### src/hdl/vnf_pkg.sv
// Shared types, hash constants and fixed-point constants of the value noise block.
package vnf_pkg;

    localparam int COORD_W = 64;
    localparam int SUM_W   = 28;
    localparam int QUOT_W  = 17;
    localparam int OUT_W   = 18;
    localparam int OCT_STAGES = 9;

    typedef logic signed [COORD_W-1:0] t_coord;
    typedef logic signed [SUM_W-1:0]   t_sum;

    localparam logic [31:0] HASH_MUL_X = 32'h9E3779B9;
    localparam logic [31:0] HASH_MUL_Y = 32'h85EBCA6B;
    localparam logic [31:0] HASH_MUL_K = 32'hC2B2AE35;
    localparam logic [31:0] HASH_MUL_A = 32'h7FEB352D;
    localparam logic [31:0] HASH_MUL_B = 32'h846CA68B;
    localparam logic [31:0] OCT_KEY_STEP = 32'd1013;

    localparam t_coord COORD_SCALE_FRAC = 64'sd1966;
    localparam t_coord COORD_X_OFS = 64'sd1122632;
    localparam t_coord COORD_Y_OFS = -64'sd767427;

    localparam logic [1:0] REG_SEED = 2'd0;

endpackage

### src/hdl/vnf_div.sv
// Pipelined rounding division of the octave sum by the total octave weight.
module vnf_div import vnf_pkg::*; #(
    parameter int OCTAVES = 4
) (
    input  logic                    i_clk,
    input  logic                    i_rst_n,
    input  logic                    i_valid,
    input  t_sum                    i_sum,
    output logic                    o_valid,
    output logic signed [OUT_W-1:0] o_value
);

    // The weight is (2^OCTAVES - 1) * 2^(25 - OCTAVES), so the division is a shift
    // followed by a reciprocal multiplication that is exact for dividends below 2^24.
    localparam int NUM_W   = 44;
    localparam int SHIFT   = 25 - OCTAVES;
    localparam int DIV_W   = 25;
    localparam int RECIP_W = 33;
    localparam int PROD_W  = DIV_W + RECIP_W;
    localparam logic [NUM_W-1:0] WEIGHT =
        NUM_W'((64'd1 << 25) - (64'd1 << SHIFT));
    localparam logic [63:0] DIVISOR = (64'd1 << OCTAVES) - 64'd1;
    localparam logic [RECIP_W-1:0] RECIP =
        RECIP_W'(((64'd1 << 32) + DIVISOR - 64'd1) / DIVISOR);

    logic [2:0]              r_vld;
    logic [DIV_W-1:0]        r_num;
    logic [PROD_W-1:0]       r_prod;
    logic                    r_neg1, r_neg2;
    logic signed [OUT_W-1:0] r_out;
    logic [SUM_W-1:0]        n_mag;
    logic [NUM_W-1:0]        n_num;
    logic [QUOT_W-1:0]       n_quot;

    always_ff @(posedge i_clk) begin
        if (!i_rst_n) begin
            r_vld <= '0;
        end else begin
            r_vld <= {r_vld[1:0], i_valid};
        end
    end

    assign n_mag  = i_sum[SUM_W-1] ? SUM_W'(-i_sum) : SUM_W'(i_sum);
    assign n_num  = (NUM_W'(n_mag) << 16) + (WEIGHT >> 1);
    assign n_quot = r_prod[32 +: QUOT_W];

    always_ff @(posedge i_clk) begin
        r_num  <= DIV_W'(n_num >> SHIFT);
        r_neg1 <= i_sum[SUM_W-1];

        r_prod <= PROD_W'(r_num) * PROD_W'(RECIP);
        r_neg2 <= r_neg1;

        r_out  <= r_neg2 ? -$signed(OUT_W'(n_quot)) : $signed(OUT_W'(n_quot));
    end

    assign o_valid = r_vld[2];
    assign o_value = r_out;

endmodule

### config.mk
export PLATFORM = sky130hd
export DESIGN_NAME = vnf_div
export DESIGN_NICKNAME = d
export VERILOG_FILES = /design/src/hdl/vnf_pkg.sv /design/src/hdl/vnf_div.sv
export SDC_FILE = /design/constraint.sdc
export NUM_CORES = 1
export LEC_CHECK = 0
export ABC_AREA = 1
export BUFFER_PORTS_ARGS = -buffer_cell sky130_fd_sc_hd__buf_2
export CORE_ASPECT_RATIO = 1.25
export CORE_MARGIN = 2
export CORE_UTILIZATION = 45
export CTS_BUF_LIST = sky130_fd_sc_hd__clkbuf_8
export DETAILED_ROUTE_END_ITERATION = 12
export HOLD_SLACK_MARGIN = 0.05
export SYNTH_ARGS = -nofsm -noshare
export SYNTH_HDL_FRONTEND = slang
export SYNTH_SLANG_ARGS = --single-unit
### constraint.sdc
create_clock -name i_clk -period 6.2 [get_ports i_clk]
set_input_delay 0.62 -clock i_clk [delete_from_list [all_inputs] [get_ports i_clk]]
set_output_delay 0.62 -clock i_clk [all_outputs]
set_load 0.1 [all_outputs]
# After elaboration in Yosys (flattened, before gate mapping)
# Index checks and enable logic that the tools add are counted.
# totals
input_bits	31
output_inout_bits	19
register_bits	94
word_cells	13
# op_classes
n_mux	2
addsub	3
mul	1
# op_table
cell	count
multiplier 23 x 28 -> 48 bit (second input constant)	1
adder 44 x 24 -> 44 bit (second input constant)	1
2-to-1 mux 28 bit	1
negation 28 bit	1
negation 17 -> 18 bit	1
2-to-1 mux 17 bit	1

# Longest topological paths before layout
# Gate-level depths: netlist (run 1).
# depth
word_depth	3
ltp_mapped	23
ltp_nobuf	22

# Worst setup path after synthesis (run 1)
# No wires, ideal clock.
# synth_path
path_type	register to register
startpoint	register r_num[18]
endpoint	register r_prod[45]
slack_ps	1597
synth_period_minus_slack_ps	4603
t_arrival_ps	4486
setup_ps	117
path_stages_with_launch	23
cell_sequence	dfxtp_1 -> ha_1 -> fa_1 -> inv_1 -> fa_1 -> inv_1 -> fa_1 -> inv_1 -> fa_1 -> inv_1 -> ha_1 -> ha_1 -> nand2_1 -> nor2_1 -> inv_1 -> nor2_1 -> nor2_1 -> nor2_1 -> or2_2 -> a21oi_1 -> o21ai_0 -> nand2_1 -> nand2_1
# synth_between
elab_chain_len	1
# synth_lines
item	line	source
from (decl)	vnf_div.sv:27	logic [DIV_W-1:0] r_num;
from (signal assigned)	vnf_div.sv:48	r_num <= DIV_W'(n_num >> SHIFT);
multiplier 23 x 28 -> 48 bit	vnf_div.sv:51	r_prod <= PROD_W'(r_num) * PROD_W'(RECIP);
to (signal assigned)	vnf_div.sv:51	
to (decl)	vnf_div.sv:28	logic [PROD_W-1:0] r_prod;
# Every way passes these cells.
# A chain may end at the register's enable or synchronous reset.

# Worst setup path in the final report (run 1)
# layout_path
startpoint	register r_num[18]
endpoint	register r_prod[44]
# Same word-level chain as after synthesis.

==> results of run 1 <==
==> worst reg2reg max path: cells and delay by family (launching register included) <==
| kind | cells | cell delay, ns |
|---|---|---|
| fa+ha+maj | 7 | 3.12 |
| simple gates | 4 | 0.70 |
| compound gates | 2 | 0.46 |
| flops | 1 | 0.33 |
| buf+inv | 4 | 0.26 |
| xor+xnor | 1 | 0.17 |
==> registers in the layout, indices dropped and copies added, names as in the netlist <==
name,count
r_num,23
r_vld,3
r_neg1,1
o_value,18
r_neg2,1
r_prod,17
==> placed cells by master (no fill, tap or decap), types with 31 or more instances in the layout <==
master,Yosys,final
xor2_1,31,31
dfxtp_1,63,63
ha_1,157,157
fa_1,68,68
nand2_1,251,251
nor2_1,130,130
o21ai_0,49,49
inv_1,260,260
a21oi_1,57,57
buf_2,3,49
nand3_1,63,63
==> worst paths after layout <==
path                                         start            endpoint  slack (ns)  cells after the start
worst max register to register   r_num[18]$_DFF_P_  r_prod[44]$_DFF_P_        1.04                     18
worst min register to register  r_prod[32]$_DFF_P_  o_value[0]$_DFF_P_        0.38                      0
worst max-delay path             r_num[18]$_DFF_P_  r_prod[44]$_DFF_P_        1.04                     18
worst min-delay path            r_prod[32]$_DFF_P_  o_value[0]$_DFF_P_        0.38                      0
==> logic make-up (layout without fill, tap and decap cells) <==
kind of cell               count (synthesis)  count (layout)  share of synthesized area, %
adders and majority gates                225             225                          36.6
DFF                                       63              63                          13.9
xor gates and xnor gates                  44              44                          4.24
and+or+nand+nor                          529             529                          25.8
buffers and inverters                    266             325                          11.1
AOI/OAI and AO/OA                        137             137                          8.35
==> through the flow <==
| step | instance area [um2] | hold slack, ns | utilization [%] | setup WS (ns) |
|---|---|---|---|---|
| floorplan | 9080 | 0.310 | - | 1.60 |
| global placement | 9630 | 0.369 | 48.3 | 1.03 |
| detailed placement | 9630 | 0.365 | 48.3 | 1.05 |
| CTS | 9830 | 0.379 | 49.2 | 1.05 |
| global route | 9830 | 0.391 | 49.2 | 0.805 |
| finish | 9830 | 0.380 | 49.2 | 1.04 |
==> metal layers <==
layer | wire (um) | vias to the layer above
li1 | - | 4109
met1 | 9490 | 3719
met2 | 14200 | 175
met3 | 557 | 69
met4 | 1400 | 0
met5 | 0 | -
==> final cells by class <==
type / instances / area share [%]
repair buffers: 49 / 2.50
multi-input cells: 935 / 69.3
clock buffers: 9 / 1.26
flip-flops and latches: 63 / 12.8
clock inverters: 7 / 0.751
well taps: 270 / 3.44
inverters: 260 / 9.93
==> impl_metrics.xml, run 1 <==
<?xml version="1.0" encoding="UTF-8"?>
<metrics>
  <group name="status">
    <metric name="status" unit="">completed</metric>
  </group>
  <group name="final_layout">
    <metric name="seqCellArea" unit="um2">1260</metric>
    <metric name="total_number_of_nets_in_the_final_design" unit="">1574</metric>
    <metric name="antenna_cells" unit="">0</metric>
    <metric name="filler_cell_count_in_the_final_layout" unit="">2043</metric>
    <metric name="multiInputGateArea" unit="um2">6810</metric>
    <metric name="area_delta_synth_final" unit="%">8.23</metric>
    <metric name="layout.cells.non_filler" unit="">1593</metric>
    <metric name="layout-drive-gt1-share" unit="%">8.16</metric>
  </group>
  <group name="yosys">
    <metric name="postSynthNetCount" unit="">1520</metric>
    <metric name="netlist_instances" unit="">1264</metric>
    <metric name="synthesized_area" unit="um2">9080</metric>
    <metric name="yosys_most_used_dff" unit="">dfxtp_1</metric>
    <metric name="synth_enable_flop_cells" unit="">0</metric>
    <metric name="top_area_cell_type_share_of_the_netlist_area" unit="%">21.6</metric>
    <metric name="post_synth_most_frequent_cells" unit="">260 x inv_1, 251 x nand2_1, 157 x ha_1</metric>
    <metric name="async_reset_ff_share" unit="%">0</metric>
    <metric name="ys_warns" unit="">0</metric>
    <metric name="synth.lib_cells_used.distinct" unit="">36</metric>
    <metric name="synth_register_bits" unit="">63</metric>
    <metric name="sequential_to_total_area_share_from_yosys_stat" unit="%">13.9</metric>
    <metric name="post-synth-top-count-cell" unit="">inv_1</metric>
    <metric name="netlist_top_cells_area" unit="">ha_1 22%, fa_1 15%, dfxtp_1 14%, inv_1 11%, nand2_1 10%</metric>
    <metric name="synth_area_leader_cell" unit="">ha_1</metric>
    <metric name="synthesis.area_per_instance" unit="um2">7.18</metric>
  </group>
  <group name="worst_hold_path">
    <metric name="timing.hold.worst.class" unit="">flop to flop</metric>
  </group>
  <group name="cts">
    <metric name="ctsHtreeMaxLevel" unit="">3</metric>
    <metric name="cts_buffers" unit="">9</metric>
    <metric name="clockBufferDepth" unit="">2</metric>
    <metric name="cts-root-buf" unit="">clkbuf_8</metric>
    <metric name="cts_setup_buffers" unit="">0</metric>
    <metric name="ctsResizeCount" unit="">0</metric>
    <metric name="tritoncts" unit="">yes</metric>
    <metric name="clk_latency" unit="ns">0.39</metric>
    <metric name="cts_hold_buf" unit="">0</metric>
    <metric name="cts.reportedPaths.clkPinSlew" unit="ns">0.08</metric>
    <metric name="clock_sink_count" unit="">63</metric>
  </group>
  <group name="setup_path">
    <metric name="worst_path_required" unit="ns">6.45</metric>
    <metric name="path_max_fanout" unit="">6</metric>
    <metric name="cp_data_arrival_time" unit="ns">5.41</metric>
    <metric name="worst_path_largest_cell_delay" unit="ns">0.62</metric>
    <metric name="endpoint_kind" unit="">flop</metric>
    <metric name="path_buf_inv" unit="">4</metric>
    <metric name="timing.setup.critical_path_class" unit="">flop to flop</metric>
    <metric name="path_cells" unit="">ha_1, fa_1, inv_1, fa_1, inv_1, fa_1, inv_1, fa_1, inv_1, ha_1, ha_1, a21oi_1, nand2_1, a21oi_1, nor2_1, nor3_1, nand3_1, xor2_1</metric>
    <metric name="slowest_stage" unit="">fa_1</metric>
    <metric name="cp-start-kind" unit="">flop</metric>
    <metric name="worst_path_dominant_cell_family" unit="">adder cells</metric>
  </group>
  <group name="job">
    <metric name="drv_cap" unit="">0</metric>
  </group>
  <group name="place">
    <metric name="gpl.final_weighted_congestion" unit="">1.02</metric>
    <metric name="placedCellCount" unit="">1577</metric>
    <metric name="hpwl_after_detailed_placement" unit="um">22900</metric>
    <metric name="port-buffer-count" unit="">49</metric>
  </group>
  <group name="grt">
    <metric name="groute.layer.met1.usage" unit="%">25.5</metric>
    <metric name="met3_capacity_usage_during_global_routing" unit="%">2.37</metric>
    <metric name="total_grt_overflow" unit="">0</metric>
    <metric name="first_global_vias" unit="">8221</metric>
    <metric name="busiest_layer" unit="">met2</metric>
    <metric name="grt_start_max_net_pins" unit="">41</metric>
    <metric name="grtUsageTotal" unit="%">25.5</metric>
    <metric name="grt_first_pass_wirelength" unit="um">41100</metric>
    <metric name="initial_antenna_violation_count" unit="">0</metric>
    <metric name="met2_usage" unit="%">50.6</metric>
  </group>
  <group name="floorplanning">
    <metric name="die_y" unit="um">163</metric>
    <metric name="coreArea" unit="um2">20000</metric>
    <metric name="die_width" unit="um">131</metric>
    <metric name="io_pins" unit="">50</metric>
    <metric name="floorplan.rows" unit="">58</metric>
    <metric name="die-area" unit="um2">21300</metric>
    <metric name="floorplan.initialDensity" unit="%">45.5</metric>
  </group>
  <group name="routing">
    <metric name="wl_per_cell" unit="um">16.1</metric>
    <metric name="detailedRoute.firstIterationViolations" unit="">413</metric>
    <metric name="wirelength" unit="um">25600</metric>
    <metric name="ant_nets" unit="">0</metric>
    <metric name="firstDrtPassIters" unit="">6</metric>
    <metric name="viasPerCell" unit="">5.07</metric>
    <metric name="detail_route.drc_violations" unit="">0</metric>
    <metric name="routed-via-count" unit="">8072</metric>
  </group>
  <group name="sta">
    <metric name="grt_setup_unrepaired" unit="">no</metric>
    <metric name="relSlewSlack" unit="%">46.9</metric>
    <metric name="worst-slew-pin-transition" unit="ns">0.788</metric>
    <metric name="timing.setup.tns" unit="ns">0</metric>
    <metric name="hold_fails_final_rpt" unit="">0</metric>
    <metric name="highest_clock_frequency_the_design_can_meet" unit="GHz">0.194</metric>
    <metric name="timing_max_transition_violations_final" unit="">0</metric>
    <metric name="setup-violations-final" unit="">0</metric>
    <metric name="min_period" unit="ns">5.16</metric>
    <metric name="post-route-period-util" unit="%">83.2</metric>
    <metric name="fin_worst_skew" unit="ns">0.0185</metric>
  </group>
</metrics>
Power of run 1 is left out: the tool's default activity adds up to more than one toggle a clock period on the data nets, which glitch-free logic cannot reach.
==> run 2: changes to the inputs <==
Clock period 6.2 ns to 4.3 ns, I/O delays scaled along.
==> run 2 against run 1 <==
Effect of this change: global-route usage is 1.5 points higher; non-clock buffer count is 165 higher; first-iteration DRC count is 3.1% lower; final area is 25% higher; fmax is 15% higher; register-to-register slack worse by 1.2 ns; the flow now finishes with violations (setup timing).
==> impl_metrics.xml, run 2 (synthesized netlist as in run 1, its figures left out) <==
<?xml version="1.0" encoding="UTF-8"?>
<metrics>
  <group name="final_layout">
    <metric name="utilization" unit="%">61.5</metric>
    <metric name="layout-drive-gt1-share" unit="%">32.0</metric>
    <metric name="area_delta_synth_final" unit="%">35.1</metric>
    <metric name="number_of_flip_flops_under_the_largest_register_name" unit="">23</metric>
    <metric name="layout.cells.non_filler" unit="">1758</metric>
    <metric name="total_number_of_nets_in_the_final_design" unit="">1739</metric>
    <metric name="layout_commonest_cell" unit="">inv_1</metric>
    <metric name="antenna_cells" unit="">0</metric>
    <metric name="finalInstanceArea" unit="um2">12300</metric>
    <metric name="mostFrequentLayoutCells" unit="">242 x inv_1, 227 x nand2_1, 154 x buf_4</metric>
    <metric name="largest_register" unit="">r_num</metric>
  </group>
  <group name="routing">
    <metric name="wirelength" unit="um">28300</metric>
    <metric name="viasPerCell" unit="">5.06</metric>
    <metric name="routed-via-count" unit="">8901</metric>
    <metric name="detail_route.drc_violations" unit="">0</metric>
    <metric name="detailedRoute.firstIterationViolations" unit="">400</metric>
    <metric name="firstDrtPassIters" unit="">5</metric>
    <metric name="ant_nets" unit="">0</metric>
    <metric name="wl_per_cell" unit="um">16.1</metric>
  </group>
  <group name="setup_path">
    <metric name="path_cells" unit="">ha_4, fa_1, inv_2, fa_2, inv_2, fa_2, inv_2, fa_1, inv_2, ha_4, ha_4, a21oi_2, buf_6, o21ai_4, o21bai_4, nand2_1, nand3_2, a21oi_2, o21ai_2, nor2_1, nor2_1</metric>
    <metric name="cp_data_arrival_time" unit="ns">4.75</metric>
    <metric name="cp-start-kind" unit="">flop</metric>
    <metric name="reg2reg_setup_slack" unit="ns">-0.18</metric>
    <metric name="worst_setup_path_endpoint" unit="">r_prod[46]$_DFF_P_</metric>
    <metric name="critical_path.startpoint" unit="">r_num[22]$_DFF_P_</metric>
    <metric name="worst-path-stages" unit="">21</metric>
    <metric name="worst_path_required" unit="ns">4.58</metric>
    <metric name="path_buf_inv" unit="">5</metric>
    <metric name="worst_r2r_endpoint" unit="">r_prod[46]$_DFF_P_</metric>
    <metric name="worst_path_largest_cell_delay" unit="ns">0.56</metric>
    <metric name="endpoint_kind" unit="">flop</metric>
    <metric name="path_max_fanout" unit="">4</metric>
    <metric name="most_repeated_library_cell_on_the_critical_path" unit="">inv_2</metric>
    <metric name="worst_path_dominant_cell_family" unit="">adder cells</metric>
    <metric name="timing.setup.critical_path_class" unit="">flop to flop</metric>
    <metric name="crit-reg2reg-launch" unit="">r_num[22]$_DFF_P_</metric>
    <metric name="r2r_cells" unit="">21</metric>
    <metric name="slowest_stage" unit="">fa_2</metric>
  </group>
  <group name="sta">
    <metric name="min_period" unit="ns">4.48</metric>
    <metric name="highest_clock_frequency_the_design_can_meet" unit="GHz">0.223</metric>
    <metric name="grt_setup_unrepaired" unit="">yes</metric>
    <metric name="post-route-period-util" unit="%">104</metric>
    <metric name="setup-violations-final" unit="">14</metric>
    <metric name="finalWorstSetupSlack" unit="ns">-0.179</metric>
    <metric name="timing_max_transition_violations_final" unit="">0</metric>
    <metric name="worst-slew-pin-transition" unit="ns">0.692</metric>
    <metric name="hold_fails_final_rpt" unit="">0</metric>
    <metric name="relSlewSlack" unit="%">53.5</metric>
    <metric name="fin_worst_skew" unit="ns">0.0194</metric>
  </group>
  <group name="place">
    <metric name="port-buffer-count" unit="">49</metric>
    <metric name="placedCellCount" unit="">1727</metric>
    <metric name="gpl.final_weighted_congestion" unit="">0.987</metric>
    <metric name="hpwl_after_detailed_placement" unit="um">23800</metric>
    <metric name="placed_area" unit="um2">10900</metric>
  </group>
  <group name="status">
    <metric name="status" unit="">finished with violations</metric>
    <metric name="violations" unit="">setup timing</metric>
  </group>
  <group name="grt">
    <metric name="initial_antenna_violation_count" unit="">0</metric>
    <metric name="grtUsageTotal" unit="%">27.1</metric>
    <metric name="grt_first_pass_wirelength" unit="um">43600</metric>
    <metric name="first_global_vias" unit="">9065</metric>
    <metric name="grt_start_max_net_pins" unit="">41</metric>
    <metric name="total_grt_overflow" unit="">0</metric>
  </group>
  <group name="floorplanning">
    <metric name="die-area" unit="um2">21300</metric>
    <metric name="io_pins" unit="">50</metric>
    <metric name="coreArea" unit="um2">20000</metric>
    <metric name="floorplan.rows" unit="">58</metric>
    <metric name="die_y" unit="um">163</metric>
    <metric name="die_width" unit="um">131</metric>
    <metric name="floorplan.initialDensity" unit="%">45.5</metric>
  </group>
  <group name="cts">
    <metric name="tritoncts" unit="">yes</metric>
    <metric name="cts.reportedPaths.clkPinSlew" unit="ns">0.08</metric>
    <metric name="clock_sink_count" unit="">63</metric>
    <metric name="cts_buffers" unit="">9</metric>
    <metric name="cts_hold_buf" unit="">0</metric>
    <metric name="clk_latency" unit="ns">0.39</metric>
    <metric name="clockBufferDepth" unit="">2</metric>
    <metric name="ctsHtreeMaxLevel" unit="">3</metric>
    <metric name="cts-root-buf" unit="">clkbuf_8</metric>
  </group>
  <group name="job">
    <metric name="drv_cap" unit="">0</metric>
  </group>
  <group name="worst_hold_path">
    <metric name="timing.hold.worst.class" unit="">primary input to flop</metric>
  </group>
</metrics>
[run 2: changes by cell type in the layout (fill, tap and decap cells not counted), sizes merged]
cell	delta
inv	+1
buf	+165
clkinv	-3
bufinv	-1
clkinvlp	+3
[run 2: stage by stage]
stage	setup TNS, ns	hold WS [ns]	setup slack, ns
after floorplan	-0.00321	0.310	-0.00321
after global placement	-4.16	0.377	-0.533
after detailed placement	-4.61	0.386	-0.552
after CTS	-1.20	0.232	-0.194
after global routing	-3.97	0.266	-0.319
final	-1.51	0.235	-0.179
[run 2: layout make-up]
cell class / instances / area [um2]
clock buffers: 9 / 124
clock inverters: 7 / 48.8
fillers: 1818 / 7690
well taps: 270 / 338
inverters: 260 / 981
repair buffers: 214 / 1530
multi-input cells: 935 / 7980
flip-flops and latches: 63 / 1270
[run 2: what timing repair did]
item | in CTS | in global routing
buffers inserted | 11 | 7
endpoints found under the hold margin | 0 | 0
endpoints found under the setup margin | 17 | 17
pin swaps | 87 | 67
resized for setup | 189 | 81
[run 2: worst min-delay path by stage]
stage	from	to	cells after the start
6_report	i_valid	r_vld[0]$_SDFF_PN0_	3
5_1_grt	i_valid	r_vld[0]$_SDFF_PN0_	3
4_1_cts	i_valid	r_vld[0]$_SDFF_PN0_	3
3_5_place_dp	r_prod[32]$_DFF_P_	o_value[0]$_DFF_P_	0
3_3_place_gp	r_prod[32]$_DFF_P_	o_value[0]$_DFF_P_	0
2_1_floorplan	r_neg1$_DFF_P_	r_neg2$_DFF_P_	0
[run 2: worst min-delay path, delay by kind of cell]
family / cells / cell delay, ns
simple gates: 1 / 0.04
buf+inv: 2 / 0.12
[run 2: layer usage]
| layer | global-route usage, % | vias up | part of all wire (%) |
|---|---|---|---|
| met5 | 0 | - | 0 |
| met2 | 52.2 | 236 | 54 |
| met3 | 3.91 | 113 | 3.4 |
| li1 | - | 4433 | - |
| met1 | 24.9 | 4119 | 34 |
| met4 | 19.9 | 0 | 8.4 |
Power of run 2 is left out for the same reason.
